[src/hdl/spd_pkg.sv]
// package for the stroke point decimator: widths, constants, command and status types
// no dependencies
`default_nettype none
package spd_pkg;
  localparam int unsigned COORD_BITS_DEF  = 12;
  localparam int unsigned FRAC_BITS_DEF   = 4;
  localparam int unsigned SHORT_LIMIT_DEF = 4;
  localparam int unsigned THR_W   = 16;
  localparam int unsigned ACC_W   = 20;
  localparam logic [THR_W-1:0] THR_RESET = 16'd80;
  localparam logic [ACC_W-1:0] ACC_MAX   = {ACC_W{1'b1}};

  // emit source selects
  typedef enum logic [1:0] {
    SRC_HEAD = 2'd0,
    SRC_CUR  = 2'd1
  } src_sel_t;

  typedef struct packed {
    logic     load;      // capture input word, start step length
    logic     sqrt_step; // one root iteration
    logic     commit;    // update accumulator / marks / head store
    logic     emit_load; // load output register
    src_sel_t src;
    logic [2:0] head_idx;
    logic     done_bit;
    logic     last_bit;
    logic     end_clear;
  } spd_cmd_t;

  typedef struct packed {
    logic       sqrt_busy;
    logic       judge_hit;
    logic       last_pt;
    logic [3:0] seen;
    logic [7:0] marks;
  } spd_sts_t;
endpackage
`default_nettype wire

[src/hdl/spd_if.sv]
// valid/ready channel interface carrying one payload word
// depends on nothing
`default_nettype none
interface spd_if #(parameter int unsigned W = 1) (input wire logic clk);
  logic         valid;
  logic         ready;
  logic [W-1:0] data;
  modport source (output valid, output data, input ready);
  modport sink   (input valid, input data, output ready);
endinterface
`default_nettype wire

[src/hdl/spd_datapath.sv]
// datapath: head store, previous point, step length root unit, accumulator, output register
// depends on spd_pkg
`default_nettype none
module spd_datapath #(
  parameter int unsigned COORD_BITS  = spd_pkg::COORD_BITS_DEF,
  parameter int unsigned FRAC_BITS   = spd_pkg::FRAC_BITS_DEF,
  parameter int unsigned SHORT_LIMIT = spd_pkg::SHORT_LIMIT_DEF
) (
  input  wire logic                       clk,
  input  wire logic                       rst_n,
  input  wire logic [COORD_BITS-1:0]      in_x,
  input  wire logic [COORD_BITS-1:0]      in_y,
  input  wire logic                       in_end,
  input  wire logic [spd_pkg::THR_W-1:0]  thr,
  input  wire spd_pkg::spd_cmd_t          cmd,
  output spd_pkg::spd_sts_t               sts,
  output logic [COORD_BITS-1:0]           o_x,
  output logic [COORD_BITS-1:0]           o_y,
  output logic                            o_done,
  output logic                            o_last
);
  import spd_pkg::*;
  localparam int unsigned PW  = 2*COORD_BITS;
  localparam int unsigned SQW = 2*COORD_BITS + 1 + 2*FRAC_BITS;
  localparam int unsigned RTW = (SQW+1)/2 + 1;
  localparam int unsigned NST = (SQW+1)/2;
  localparam int unsigned CW  = $clog2(NST+1);
  localparam int unsigned HW  = $clog2(SHORT_LIMIT);
  localparam int unsigned RAW = 2*RTW + 2;

  logic [PW-1:0] head_r [SHORT_LIMIT];
  logic [PW-1:0] cur_r, prev_r;
  logic          last_r;
  logic [RAW-1:0] rem_r, rem_nxt;
  logic [RTW-1:0] root_r, root_nxt;
  logic [CW-1:0]  cnt_r;
  logic [ACC_W-1:0] acc_r, acc_nxt;
  logic [SHORT_LIMIT-1:0] marks_r, marks_nxt;
  logic [3:0]     seen_r, seen_nxt;
  logic [2*NST-1:0] sq_r;
  logic [COORD_BITS-1:0] dx, dy;
  logic [2*COORD_BITS:0] sqs;
  logic hit;

  assign dx  = (in_x > prev_r[COORD_BITS-1:0]) ? in_x - prev_r[COORD_BITS-1:0]
                                               : prev_r[COORD_BITS-1:0] - in_x;
  assign dy  = (in_y > prev_r[PW-1:COORD_BITS]) ? in_y - prev_r[PW-1:COORD_BITS]
                                                : prev_r[PW-1:COORD_BITS] - in_y;
  assign sqs = (2*COORD_BITS+1)'(dx*dx) + (2*COORD_BITS+1)'(dy*dy);
  assign hit = acc_r > ACC_W'(thr);

  // restoring root, two bits of the square per cycle, msb first
  always_comb begin
    logic [RAW-1:0] t;
    logic [RAW-1:0] r2;
    r2  = {rem_r[RAW-3:0], 2'b00} | RAW'(sq_r[2*NST-1 -: 2]);
    t   = {root_r, 2'b01};
    rem_nxt  = rem_r;
    root_nxt = root_r;
    if (r2 >= RAW'(t)) begin
      rem_nxt  = r2 - RAW'(t);
      root_nxt = {root_r[RTW-2:0], 1'b1};
    end else begin
      rem_nxt  = r2;
      root_nxt = {root_r[RTW-2:0], 1'b0};
    end
  end

  always_comb begin
    logic [ACC_W:0] s;
    acc_nxt   = acc_r;
    marks_nxt = marks_r;
    seen_nxt  = seen_r;
    s = (ACC_W+1)'(acc_r) + (ACC_W+1)'(root_r);
    if (seen_r == 4'd0) begin
      acc_nxt = '0;
      marks_nxt = SHORT_LIMIT'(1);
    end else if (hit) begin
      acc_nxt = '0;
      if (seen_r < 4'(SHORT_LIMIT)) marks_nxt[seen_r[HW-1:0]] = 1'b1;
    end else begin
      acc_nxt = s[ACC_W] ? ACC_MAX : s[ACC_W-1:0];
    end
    if (seen_r <= 4'(SHORT_LIMIT)) seen_nxt = seen_r + 4'd1;
  end

  always_ff @(posedge clk) begin
    if (!rst_n) begin
      acc_r <= '0; marks_r <= '0; seen_r <= '0; cnt_r <= '0;
    end else begin
      if (cmd.load) begin
        cur_r  <= {in_y, in_x};
        last_r <= in_end;
        sq_r   <= (2*NST)'({sqs, {(2*FRAC_BITS){1'b0}}});
        rem_r  <= '0;
        root_r <= '0;
        cnt_r  <= '0;
      end else if (cmd.sqrt_step) begin
        rem_r  <= rem_nxt;
        root_r <= root_nxt;
        sq_r   <= {sq_r[2*NST-3:0], 2'b00};
        cnt_r  <= cnt_r + CW'(1);
      end
      if (cmd.commit) begin
        acc_r   <= acc_nxt;
        marks_r <= marks_nxt;
        seen_r  <= seen_nxt;
        prev_r  <= cur_r;
        if (seen_r < 4'(SHORT_LIMIT)) head_r[seen_r[HW-1:0]] <= cur_r;
      end
      if (cmd.end_clear) begin
        acc_r <= '0; marks_r <= '0; seen_r <= '0;
      end
      if (cmd.emit_load) begin
        if (cmd.src == SRC_HEAD) begin
          o_x <= head_r[cmd.head_idx[HW-1:0]][COORD_BITS-1:0];
          o_y <= head_r[cmd.head_idx[HW-1:0]][PW-1:COORD_BITS];
        end else begin
          o_x <= cur_r[COORD_BITS-1:0];
          o_y <= cur_r[PW-1:COORD_BITS];
        end
        o_done <= cmd.done_bit;
        o_last <= cmd.last_bit;
      end
    end
  end

  always_comb begin
    sts = '0;
    sts.sqrt_busy = cnt_r != CW'(NST);
    sts.judge_hit = hit;
    sts.last_pt   = last_r;
    sts.seen      = seen_r;
    sts.marks     = 8'(marks_r);
  end
endmodule
`default_nettype wire

[src/hdl/spd_ctrl.sv]
// controller: sequences load, root steps, commit and the emit list of one point
// depends on spd_pkg
`default_nettype none
module spd_ctrl #(
  parameter int unsigned SHORT_LIMIT = spd_pkg::SHORT_LIMIT_DEF
) (
  input  wire logic              clk,
  input  wire logic              rst_n,
  input  wire logic              in_valid,
  output logic                   in_ready,
  output logic                   out_valid,
  input  wire logic              out_ready,
  input  wire spd_pkg::spd_sts_t sts,
  output spd_pkg::spd_cmd_t      cmd
);
  import spd_pkg::*;
  typedef enum logic [4:0] {
    S_IDLE = 5'b00001,
    S_ROOT = 5'b00010,
    S_PLAN = 5'b00100,
    S_EMIT = 5'b01000,
    S_WAIT = 5'b10000
  } state_t;

  // emit list: 8 slots, source + head index + done
  localparam int unsigned NL = 8;
  state_t state_r, state_nxt;
  logic [NL-1:0] lv_r, lv_nxt;
  logic [NL-1:0] lcur_r, lcur_nxt, ldone_r, ldone_nxt;
  logic [2:0]    lidx_r [NL];
  logic [2:0]    lidx_nxt [NL];
  logic [2:0]    pos_r, pos_nxt;
  logic          ov_r, ov_nxt;
  logic          more;

  always_comb begin
    int unsigned n, c;
    logic [3:0] s;
    state_nxt = state_r; lv_nxt = lv_r; lcur_nxt = lcur_r; ldone_nxt = ldone_r;
    lidx_nxt = lidx_r; pos_nxt = pos_r; ov_nxt = ov_r;
    cmd = '0; cmd.src = SRC_HEAD;
    in_ready = 1'b0;
    more = 1'b0;
    n = 0; c = 0; s = sts.seen;
    if (ov_r && out_ready) ov_nxt = 1'b0;
    case (state_r)
      S_IDLE: begin
        in_ready = 1'b1;
        if (in_valid) begin
          cmd.load = 1'b1;
          state_nxt = S_ROOT;
        end
      end
      S_ROOT: begin
        if (sts.sqrt_busy) cmd.sqrt_step = 1'b1;
        else state_nxt = S_PLAN;
      end
      S_PLAN: begin
        // build emit list from pre-commit status, then commit
        lv_nxt = '0; lcur_nxt = '0; ldone_nxt = '0;
        if (s < 4'(SHORT_LIMIT)) begin
          if (sts.last_pt) begin
            c = 32'(s) + 1;
            if (c == 1) begin
              lv_nxt[0] = 1'b1; lidx_nxt[0] = 3'd0; ldone_nxt[0] = 1'b1;
            end else begin
              lv_nxt[2:0] = 3'b111;
              lidx_nxt[0] = 3'd0;
              lidx_nxt[1] = 3'((c-1)/2);
              lidx_nxt[2] = 3'(c-1);
              ldone_nxt[2] = 1'b1;
            end
          end
        end else begin
          if (s == 4'(SHORT_LIMIT)) begin
            for (int i = 0; i < SHORT_LIMIT; i++) begin
              if (sts.marks[i]) begin
                lv_nxt[n] = 1'b1; lidx_nxt[n] = 3'(i); n++;
              end
            end
          end
          if (sts.judge_hit) begin
            lv_nxt[n] = 1'b1; lcur_nxt[n] = 1'b1; n++;
          end
          if (sts.last_pt) begin
            lv_nxt[n] = 1'b1; lcur_nxt[n] = 1'b1; ldone_nxt[n] = 1'b1;
          end
        end
        cmd.commit = 1'b1;
        pos_nxt = '0;
        state_nxt = S_EMIT;
      end
      S_EMIT: begin
        // head store writes land before first read
        if (sts.last_pt) cmd.end_clear = 1'b1;
        if (!lv_r[pos_r]) begin
          state_nxt = S_IDLE;
        end else if (!ov_r || out_ready) begin
          more = (pos_r != 3'(NL-1)) && lv_r[pos_r + 3'd1];
          cmd.emit_load = 1'b1;
          cmd.src = lcur_r[pos_r] ? SRC_CUR : SRC_HEAD;
          cmd.head_idx = lidx_r[pos_r];
          cmd.done_bit = ldone_r[pos_r];
          cmd.last_bit = !more;
          ov_nxt = 1'b1;
          pos_nxt = pos_r + 3'd1;
          if (!more) state_nxt = S_IDLE;
        end
      end
      default: state_nxt = S_IDLE;
    endcase
  end

  assign out_valid = ov_r;

  always_ff @(posedge clk) begin
    if (!rst_n) begin
      state_r <= S_IDLE; ov_r <= 1'b0; lv_r <= '0; pos_r <= '0;
      lcur_r <= '0; ldone_r <= '0;
    end else begin
      state_r <= state_nxt; ov_r <= ov_nxt; lv_r <= lv_nxt; pos_r <= pos_nxt;
      lcur_r <= lcur_nxt; ldone_r <= ldone_nxt;
    end
  end
  always_ff @(posedge clk) lidx_r <= lidx_nxt;

  a_one_hot: assert property (@(posedge clk) disable iff (!rst_n) $onehot(state_r))
    else $error("state not one-hot");
  a_hold: assert property (@(posedge clk) disable iff (!rst_n)
    ov_r && !out_ready |=> ov_r) else $error("result dropped");
  a_no_load_busy: assert property (@(posedge clk) disable iff (!rst_n)
    cmd.load |-> state_r == S_IDLE) else $error("load outside idle");
endmodule
`default_nettype wire

[src/hdl/stroke_point_decimator.sv]
// top level of the stroke point decimator: channels, threshold register, ctrl and datapath
// depends on spd_pkg, spd_if, spd_ctrl, spd_datapath
//  channel | dir | payload
//  in_     | in  | point_x, point_y, stroke_end
//  out_    | out | out_x, out_y, stroke_done, run_last
//  cfg_    | in  | dist_threshold
// one point is accepted, then its step length is found by the two-bit-per-cycle square
// root, then the emit list is planned and its results (possibly none) are sent out.
// results are registered; a stalled output holds the emit sequence and with it the
// input.
// reset: synchronous rst_n, threshold returns to 80.
`default_nettype none
module stroke_point_decimator #(
  parameter int unsigned COORD_BITS  = spd_pkg::COORD_BITS_DEF,
  parameter int unsigned FRAC_BITS   = spd_pkg::FRAC_BITS_DEF,
  parameter int unsigned SHORT_LIMIT = spd_pkg::SHORT_LIMIT_DEF
) (
  input  wire logic  clk,
  input  wire logic  rst_n,
  spd_if.sink        in_ch,
  spd_if.source      out_ch,
  spd_if.sink        cfg_ch
);
  import spd_pkg::*;
  logic [THR_W-1:0] thr_r;
  spd_cmd_t cmd;
  spd_sts_t sts;
  logic [COORD_BITS-1:0] ox, oy;
  logic od, ol;

  assign cfg_ch.ready = 1'b1;
  always_ff @(posedge clk) begin
    if (!rst_n) thr_r <= THR_RESET;
    else if (cfg_ch.valid) thr_r <= cfg_ch.data[THR_W-1:0];
  end

  spd_ctrl #(.SHORT_LIMIT(SHORT_LIMIT)) u_ctrl (
    .clk, .rst_n, .in_valid(in_ch.valid), .in_ready(in_ch.ready),
    .out_valid(out_ch.valid), .out_ready(out_ch.ready), .sts, .cmd);

  spd_datapath #(.COORD_BITS(COORD_BITS), .FRAC_BITS(FRAC_BITS),
                 .SHORT_LIMIT(SHORT_LIMIT)) u_dp (
    .clk, .rst_n,
    .in_x(in_ch.data[COORD_BITS-1:0]),
    .in_y(in_ch.data[2*COORD_BITS-1:COORD_BITS]),
    .in_end(in_ch.data[2*COORD_BITS]),
    .thr(thr_r), .cmd, .sts, .o_x(ox), .o_y(oy), .o_done(od), .o_last(ol));

  // out word: {run_last, stroke_done, y, x}
  assign out_ch.data = {ol, od, oy, ox};
endmodule
`default_nettype wire

[src/flat_wrapper.sv]
// flat-port wrapper written by rule: the top's interface ports become plain ports
module stroke_point_decimator_flat import spd_pkg::*;
#(
  parameter int unsigned COORD_BITS  = spd_pkg::COORD_BITS_DEF,
  parameter int unsigned FRAC_BITS   = spd_pkg::FRAC_BITS_DEF,
  parameter int unsigned SHORT_LIMIT = spd_pkg::SHORT_LIMIT_DEF
)
  (clk, rst_n, in_ch_valid, in_ch_data, in_ch_ready, out_ch_valid, out_ch_data, out_ch_ready, cfg_ch_valid, cfg_ch_data, cfg_ch_ready);
  spd_if #(.W((2*(12) + 1))) in_ch_i (.clk(clk));
  spd_if #(.W((2*(12) + 2))) out_ch_i (.clk(clk));
  spd_if #(.W(THR_W)) cfg_ch_i (.clk(clk));
  input  wire logic clk;
  input  wire logic rst_n;
  input wire logic [$bits(in_ch_i.valid)-1:0] in_ch_valid;
  input wire logic [$bits(in_ch_i.data)-1:0] in_ch_data;
  output wire logic [$bits(in_ch_i.ready)-1:0] in_ch_ready;
  output wire logic [$bits(out_ch_i.valid)-1:0] out_ch_valid;
  output wire logic [$bits(out_ch_i.data)-1:0] out_ch_data;
  input wire logic [$bits(out_ch_i.ready)-1:0] out_ch_ready;
  input wire logic [$bits(cfg_ch_i.valid)-1:0] cfg_ch_valid;
  input wire logic [$bits(cfg_ch_i.data)-1:0] cfg_ch_data;
  output wire logic [$bits(cfg_ch_i.ready)-1:0] cfg_ch_ready;
  assign in_ch_i.valid = in_ch_valid;
  assign in_ch_i.data = in_ch_data;
  assign in_ch_ready = in_ch_i.ready;
  assign out_ch_valid = out_ch_i.valid;
  assign out_ch_data = out_ch_i.data;
  assign out_ch_i.ready = out_ch_ready;
  assign cfg_ch_i.valid = cfg_ch_valid;
  assign cfg_ch_i.data = cfg_ch_data;
  assign cfg_ch_ready = cfg_ch_i.ready;
  stroke_point_decimator #(.COORD_BITS(COORD_BITS), .FRAC_BITS(FRAC_BITS), .SHORT_LIMIT(SHORT_LIMIT)) u_core (.clk(clk), .rst_n(rst_n), .in_ch(in_ch_i), .out_ch(out_ch_i), .cfg_ch(cfg_ch_i));
endmodule
[config.mk]
export PLATFORM = sky130hd
export DESIGN_NAME = stroke_point_decimator_flat
export DESIGN_NICKNAME = d
export VERILOG_FILES = /design/src/hdl/spd_pkg.sv /design/src/hdl/spd_if.sv /design/src/hdl/spd_datapath.sv /design/src/hdl/spd_ctrl.sv /design/src/hdl/stroke_point_decimator.sv /design/src/flat_wrapper.sv
export SDC_FILE = /design/constraint.sdc
export NUM_CORES = 1
export LEC_CHECK = 0
export ABC_AREA = 1
export BUFFER_PORTS_ARGS = -buffer_cell sky130_fd_sc_hd__buf_2
export CORE_MARGIN = 8
export CORE_UTILIZATION = 41
export CTS_BUF_LIST = sky130_fd_sc_hd__clkbuf_2 sky130_fd_sc_hd__clkbuf_4 sky130_fd_sc_hd__clkbuf_8
export CTS_CLUSTER_SIZE = 10
export DETAILED_ROUTE_END_ITERATION = 12
export GPL_TIMING_DRIVEN = 0
export PLACE_DENSITY = 0.61
export SLEW_MARGIN = 20
export SYNTH_ARGS = -nofsm -noshare
export SYNTH_HDL_FRONTEND = slang
export SYNTH_SLANG_ARGS = --single-unit
[constraint.sdc]
create_clock -name clk -period 18.91 [get_ports clk]
set_input_delay 1.891 -clock clk [delete_from_list [all_inputs] [get_ports clk]]
set_output_delay 1.891 -clock clk [all_outputs]
set_load 0.1 [all_outputs]
* Yosys cells after proc, flatten, opt, wreduce, memory -nomap -nowiden
Memory sizes are Yosys's and may differ from the RTL's. Cells that the tools add are included.
Storage, ports and cells: output and inout bits 29, register bits after elaboration 267, input bits 46, word-level logic and storage cells 297, memory bits (writable) 96, memories kept 1
Memory list:
- u_core.u_dp.head_r | words 4, bits a word 24, rd ports 1, clocked after memory_dff 0, write ports 1, RTL line spd_datapath.sv:31 | logic [PW-1:0] head_r [SHORT_LIMIT];
Operators by class: $add $sub $neg 16, bitwise gates (word level) 23, $mul 2, multiplexer cells 147, eq/ne operators 16, reduce and logical (&&, ||, !) cells 35, magnitude comparators 27
Operator list (number):
- $mux 32 | 18
- $mux 24 | 10
- $mux 8 | 24
- $ge 32x1->1 const B | 5
- $lt 32x4->1 const B | 5
- $add 32x1->32 const B | 4
- $ge 33x4->1 const B | 3
- $lt 33x1->1 const B | 3
- $not 32->33 | 3
- $mux 36 | 2
- $mux 20 | 3
- $or 8x8->8 | 7
- $mul 12x12->24 | 2
- $mux 12 | 4
- $sub 12x12->12 | 4
- $mux 1 | 39
- $mux 3 | 13
- $ge 38x20->1 | 1
- $or 38x2->38 | 1
- $sub 36x20->36 | 1
- $mux 5 | 7
- $mux 34 | 1
- $mux 33 | 1
- $and 16x16->16 | 2
- other kinds (53) | 103

* Logic depth before layout (Yosys ltp)
word-level depth 30, depth in mapped cells 44, gate-level depth less buffers 43

* By module
Synthesis repeated with hierarchy kept, for this count alone.
Second synthesis, totals: cells, all modules 3678, area, all modules 29968.7 um2
By module, submodules not included:
- spd_datapath | cells each 3068, area each 25637.1 um2, seq. area each 8197.9 um2, instances 1
- spd_ctrl | cells each 508, area each 3639.7 um2, seq. area each 1361.3 um2, instances 1
- stroke_point_decimator | cells each 102, area each 691.9 um2, seq. area each 320.3 um2, instances 1

* Worst setup path after synthesis
No wires, ideal clock.
path type input port to flip-flop, start point input in_ch_data[0], end point register u_core.u_dp.sq_r[30], data pin, path buffers 1, arrival 8962 ps, setup time 254 ps, stages 43, slack 9695 ps, required time 18656 ps, path through inv_1 > ha_1 > inv_1 > fa_1 > nand3_1 > nand2_1 > a21oi_1 > inv_1 > nand2_1 > nand2_1 > nand2_2 > inv_2 > o21ai_0 > nand2_1 > buf_2 > inv_1 > nand2_1 > fa_1 > [7 not listed] > fa_1 > inv_1 > fa_1 > inv_1 > ha_1 > nand2_1 > o21ai_0 > inv_1 > nand2_1 > a21oi_1 > o21ai_0 > nand3_1 > nand2_1 > nand2_1 > nand2_1 > nand2_1 > nand3_1 > nand2_1
On the way: cells in the longest elaborated chain, start to end 5, elaborated cells between the ends (all ways) 7, classes of those cells add/sub (3); mul (1); order compare (1); mux (2)
RTL lines:
- start, declared | RTL line flat_wrapper.sv:15 | input wire logic [$bits(in_ch_i.data)-1:0] in_ch_data;
- $sub 12x12->12 (tied with other cells) | RTL line spd_datapath.sv:46 | : prev_r[COORD_BITS-1:0] - in_x;
- $mux 12 (*) | RTL line spd_datapath.sv:45 | assign dx = (in_x > prev_r[COORD_BITS-1:0]) ? in_x - prev_r[COORD_BITS-1:0]
- $mul 12x12->24 (*) | RTL line spd_datapath.sv:49 | assign sqs = (2*COORD_BITS+1)'(dx*dx) + (2*COORD_BITS+1)'(dy*dy);
- $add 24x24->25 (*) | RTL line spd_datapath.sv:49
- $mux 33 (*) | RTL line spd_datapath.sv:91 | if (cmd.load) begin
- end signal, assigned | RTL line spd_datapath.sv:94 | sq_r <= (2*NST)'({sqs, {(2*FRAC_BITS){1'b0}}});
- end signal, assigned | RTL line spd_datapath.sv:101 | sq_r <= {sq_r[2*NST-3:0], 2'b00};
- end, declared | RTL line spd_datapath.sv:40 | logic [2*NST-1:0] sq_r;
Every way passes the cells marked *; elsewhere a longest branch is shown, timed or not. A chain may end at the register's enable or synchronous reset.

* Worst setup path in the final report
start point input in_ch_data[12], end point register u_core.u_dp.sq_r[32], data pin
On the way: cells in the longest elaborated chain, start to end 5, elaborated cells between the ends (all ways) 7, classes of those cells add/sub (3); mul (1); order compare (1); mux (2)
RTL lines:
- $sub 12x12->12 (tied with other cells) | RTL line spd_datapath.sv:48 | : prev_r[PW-1:COORD_BITS] - in_y;
- $mux 12 (*) | RTL line spd_datapath.sv:47 | assign dy = (in_y > prev_r[PW-1:COORD_BITS]) ? in_y - prev_r[PW-1:COORD_BITS]
- $mul 12x12->24 (*) | RTL line spd_datapath.sv:49
- $add 24x24->25 (*) | RTL line spd_datapath.sv:49
- $mux 33 (*) | RTL line spd_datapath.sv:91
Marked as above.

==> results.json <==
{
  "ant_nets": 0,
  "synth-simple-area-share": 0.156,
  "cp_slowest_cell": "fa_1",
  "yosys.cell_types.count": 62,
  "path_class": "input port to register",
  "status": "complete, no violations",
  "synth_top_cell_area_share": 0.288,
  "cts_root_buf": "clkbuf_8",
  "setup_tns_ps": 0,
  "clk_latency_ps": 670,
  "synth_edf_count": 267,
  "synth_nets": 3661,
  "worstMarginPinSlew_ps": 927,
  "place_congestion": 0.908,
  "fin_crit_ps": 9860,
  "start_util": 0.414,
  "via_per_inst": 5.08,
  "vias": 21600,
  "clk_pin_slew_ps": 60,
  "layout-drive-gt1-share": 0.0965,
  "synth_top_area_cell": "edfxtp_1",
  "fin_skew_ps": 46.9,
  "synthTopCellsByArea": "edfxtp_1 29%, fa_1 15%, ha_1 9.9%",
  "synth_cells": 3186,
  "slowest_delay_ps": 540,
  "synth_area_per_cell_sq_um": 8.73,
  "die_area_sq_um": 76400,
  "synth-adder-area-share": 0.249,
  "yosysMostFrequentCell": "inv_1",
  "drt-wirelength-per-cell_um": 16.5,
  "cp_max_fo": 10,
  "clock_path_buffers": 3,
  "antenna_found_initial": 5,
  "fill_cells": 6516,
  "die_x_um": 276,
  "hold_path_class": "register to register",
  "post-cts-setup-buffer-count": 0,
  "wl_um": 70000,
  "coreArea_sq_um": 67200,
  "cp.required_ps": 19270,
  "setup_viol": 0,
  "synth_top_family_by_area": "adder cells",
  "track_usage": 0.183,
  "async_reset_ff_frac": 0,
  "synth_seq_cells": 348,
  "ys.flop_type": "edfxtp_1",
  "synth_xor_xnor_area_share": 0.0322,
  "fmax_ghz": 0.101,
  "dr.pass1.iters": 5,
  "met1Wirelength_um": 32600,
  "fp.dieH_um": 276,
  "io_pins": 75,
  "drtIter0Drc": 1560,
  "maxCapViolCount": 0,
  "ys_seq_area_frac": 0.346,
  "drc": 0,
  "routed-wl-met3_um": 3960,
  "grt_max_degree": 25,
  "arrival_ps": 10220,
  "routed.top_layer": "met4",
  "grt_pass1_vias": 21600,
  "portBuffers": 73,
  "htree_levels": 2,
  "slew_viol_final": 0,
  "muxShareOfSynthArea": 0.000360,
  "yosys_warnings": 0,
  "finalCritPeriodShare": 0.521,
  "syn2layout_area_growth_pct": 10.9,
  "final_hold_viol_count": 0,
  "cts_sinks": 348,
  "netlist_top_cells_count": "621 x inv_1, 480 x nand2_1, 315 x nor2_1",
  "post-dp-hpwl_um": 55300,
  "relSlewSlack": 0.382,
  "ctsHoldBuffers": 0,
  "rows": 95,
  "start_kind": "input port",
  "synth_compound_area_frac": 0.112,
  "grt_overflow": 0,
  "wl_met2_um": 31900,
  "nets": 3805,
  "cts_made_buffers": 58,
  "syn_area_sq_um": 27800,
  "tritoncts": "done",
  "worstSetupEndpointType": "register",
  "ctsResizeCount": 0,
  "rsz0062_at_grt": "no",
  "grt_pass1_wl_um": 115000
}
==> state kept, by name, indices dropped and copies added (netlist names), 12 cells and up, named ones only <==
name and cells:
u_core.thr_r 16, u_core.u_dp.acc_r 20, u_core.u_dp.cur_r 24, u_core.u_dp.head_r 96, u_core.u_dp.o_x 12, u_core.u_dp.o_y 12, u_core.u_dp.prev_r 24, u_core.u_dp.rem_r 36
u_core.u_dp.root_r 18, u_core.u_dp.sq_r 26
==> critical path: cells and delay by family <==
kind,cells,cell delay [ps]
and+or+nand+nor,13,1820
AOI/OAI and AO/OA,3,650
buffers and inverters,12,1200
adders and majority gates,10,4620
==> final timing paths <==
path,start,endpoint,slack (ps),cells past startpoint
worst max-delay path,in_ch_data[12],u_core.u_dp.sq_r[32],9050,38
worst min-delay path,u_core.thr_r[2],u_core.thr_r[2],460,2
worst max register to register,u_core.u_dp.prev_r[12],u_core.u_dp.sq_r[32],10110,36
worst min register to register,u_core.thr_r[2],u_core.thr_r[2],460,2
==> routing by layer <==
metal / track usage / vias to the layer above
li1: - / 10600
met5: 0 / -
met2: 0.294 / 560
met1: 0.258 / 10400
met4: 0.0508 / 0
met3: 0.0234 / 104
==> layout make-up <==
type / instances / area [sq um] / area share
diodes: 3 / 7.51 / 0.000243
plain buffers: 86 / 457 / 0.0148
clock buffers: 80 / 982 / 0.0318
clock inverters: 28 / 260 / 0.00844
inverters: 643 / 2420 / 0.0784
multi-input cells: 2109 / 15400 / 0.498
flip-flops and latches: 348 / 9640 / 0.312
well taps: 873 / 1090 / 0.0354
repair buffers: 84 / 613 / 0.0199
==> through the flow <==
| stage | hold WS, ps | util | setup WS [ps] | std cells | cell area [sq um] |
|---|---|---|---|---|---|
| floorplan | 437 | - | 9690 | 3186 | 27800 |
| global placement | 449 | 0.436 | 8440 | 4132 | 29300 |
| detailed placement | 453 | 0.441 | 8440 | 4143 | 29600 |
| CTS | 463 | 0.459 | 9090 | 4251 | 30800 |
| global route | 486 | 0.459 | 8550 | 4252 | 30800 |
| finish | 462 | 0.459 | 9050 | 4254 | 30800 |
==> cell families after synthesis <==
logic type	count (synthesis)
AND/OR/NAND/NOR	1030
buffers and inverters	729
AO/OA/AOI/OAI	550
adder cells (fa/ha/maj)	429
flip-flops	348
XOR/XNOR	98
other	1
multiplexers	1
==> cells in the final DEF (no fill, tap or decap), types with 9 or more instances in the layout <==
cell	count
buf_2	101
o21ai_0	180
o21a_1	14
nand2_1	480
clkinv_1	9
xnor2_1	34
nand3_1	106
o211ai_1	23
fa_1	209
clkinv_2	12
nor3_1	31
nor2_1	308
edfxtp_1	267
nand4_1	20
buf_4	14
ha_1	220
clkbuf_8	61
o21ai_1	10
inv_2	17
a211oi_1	11
inv_1	621
a31oi_1	38
clkbuf_1	35
o21bai_1	15
or2_2	27
clkbuf_4	19
xor2_1	62
dfxtp_1	81
a21o_1	15
a21oi_1	208
nor4_1	9
Power is left out: the tool's default activity adds up to more than one toggle a clock period on the data nets, which glitch-free logic cannot reach.
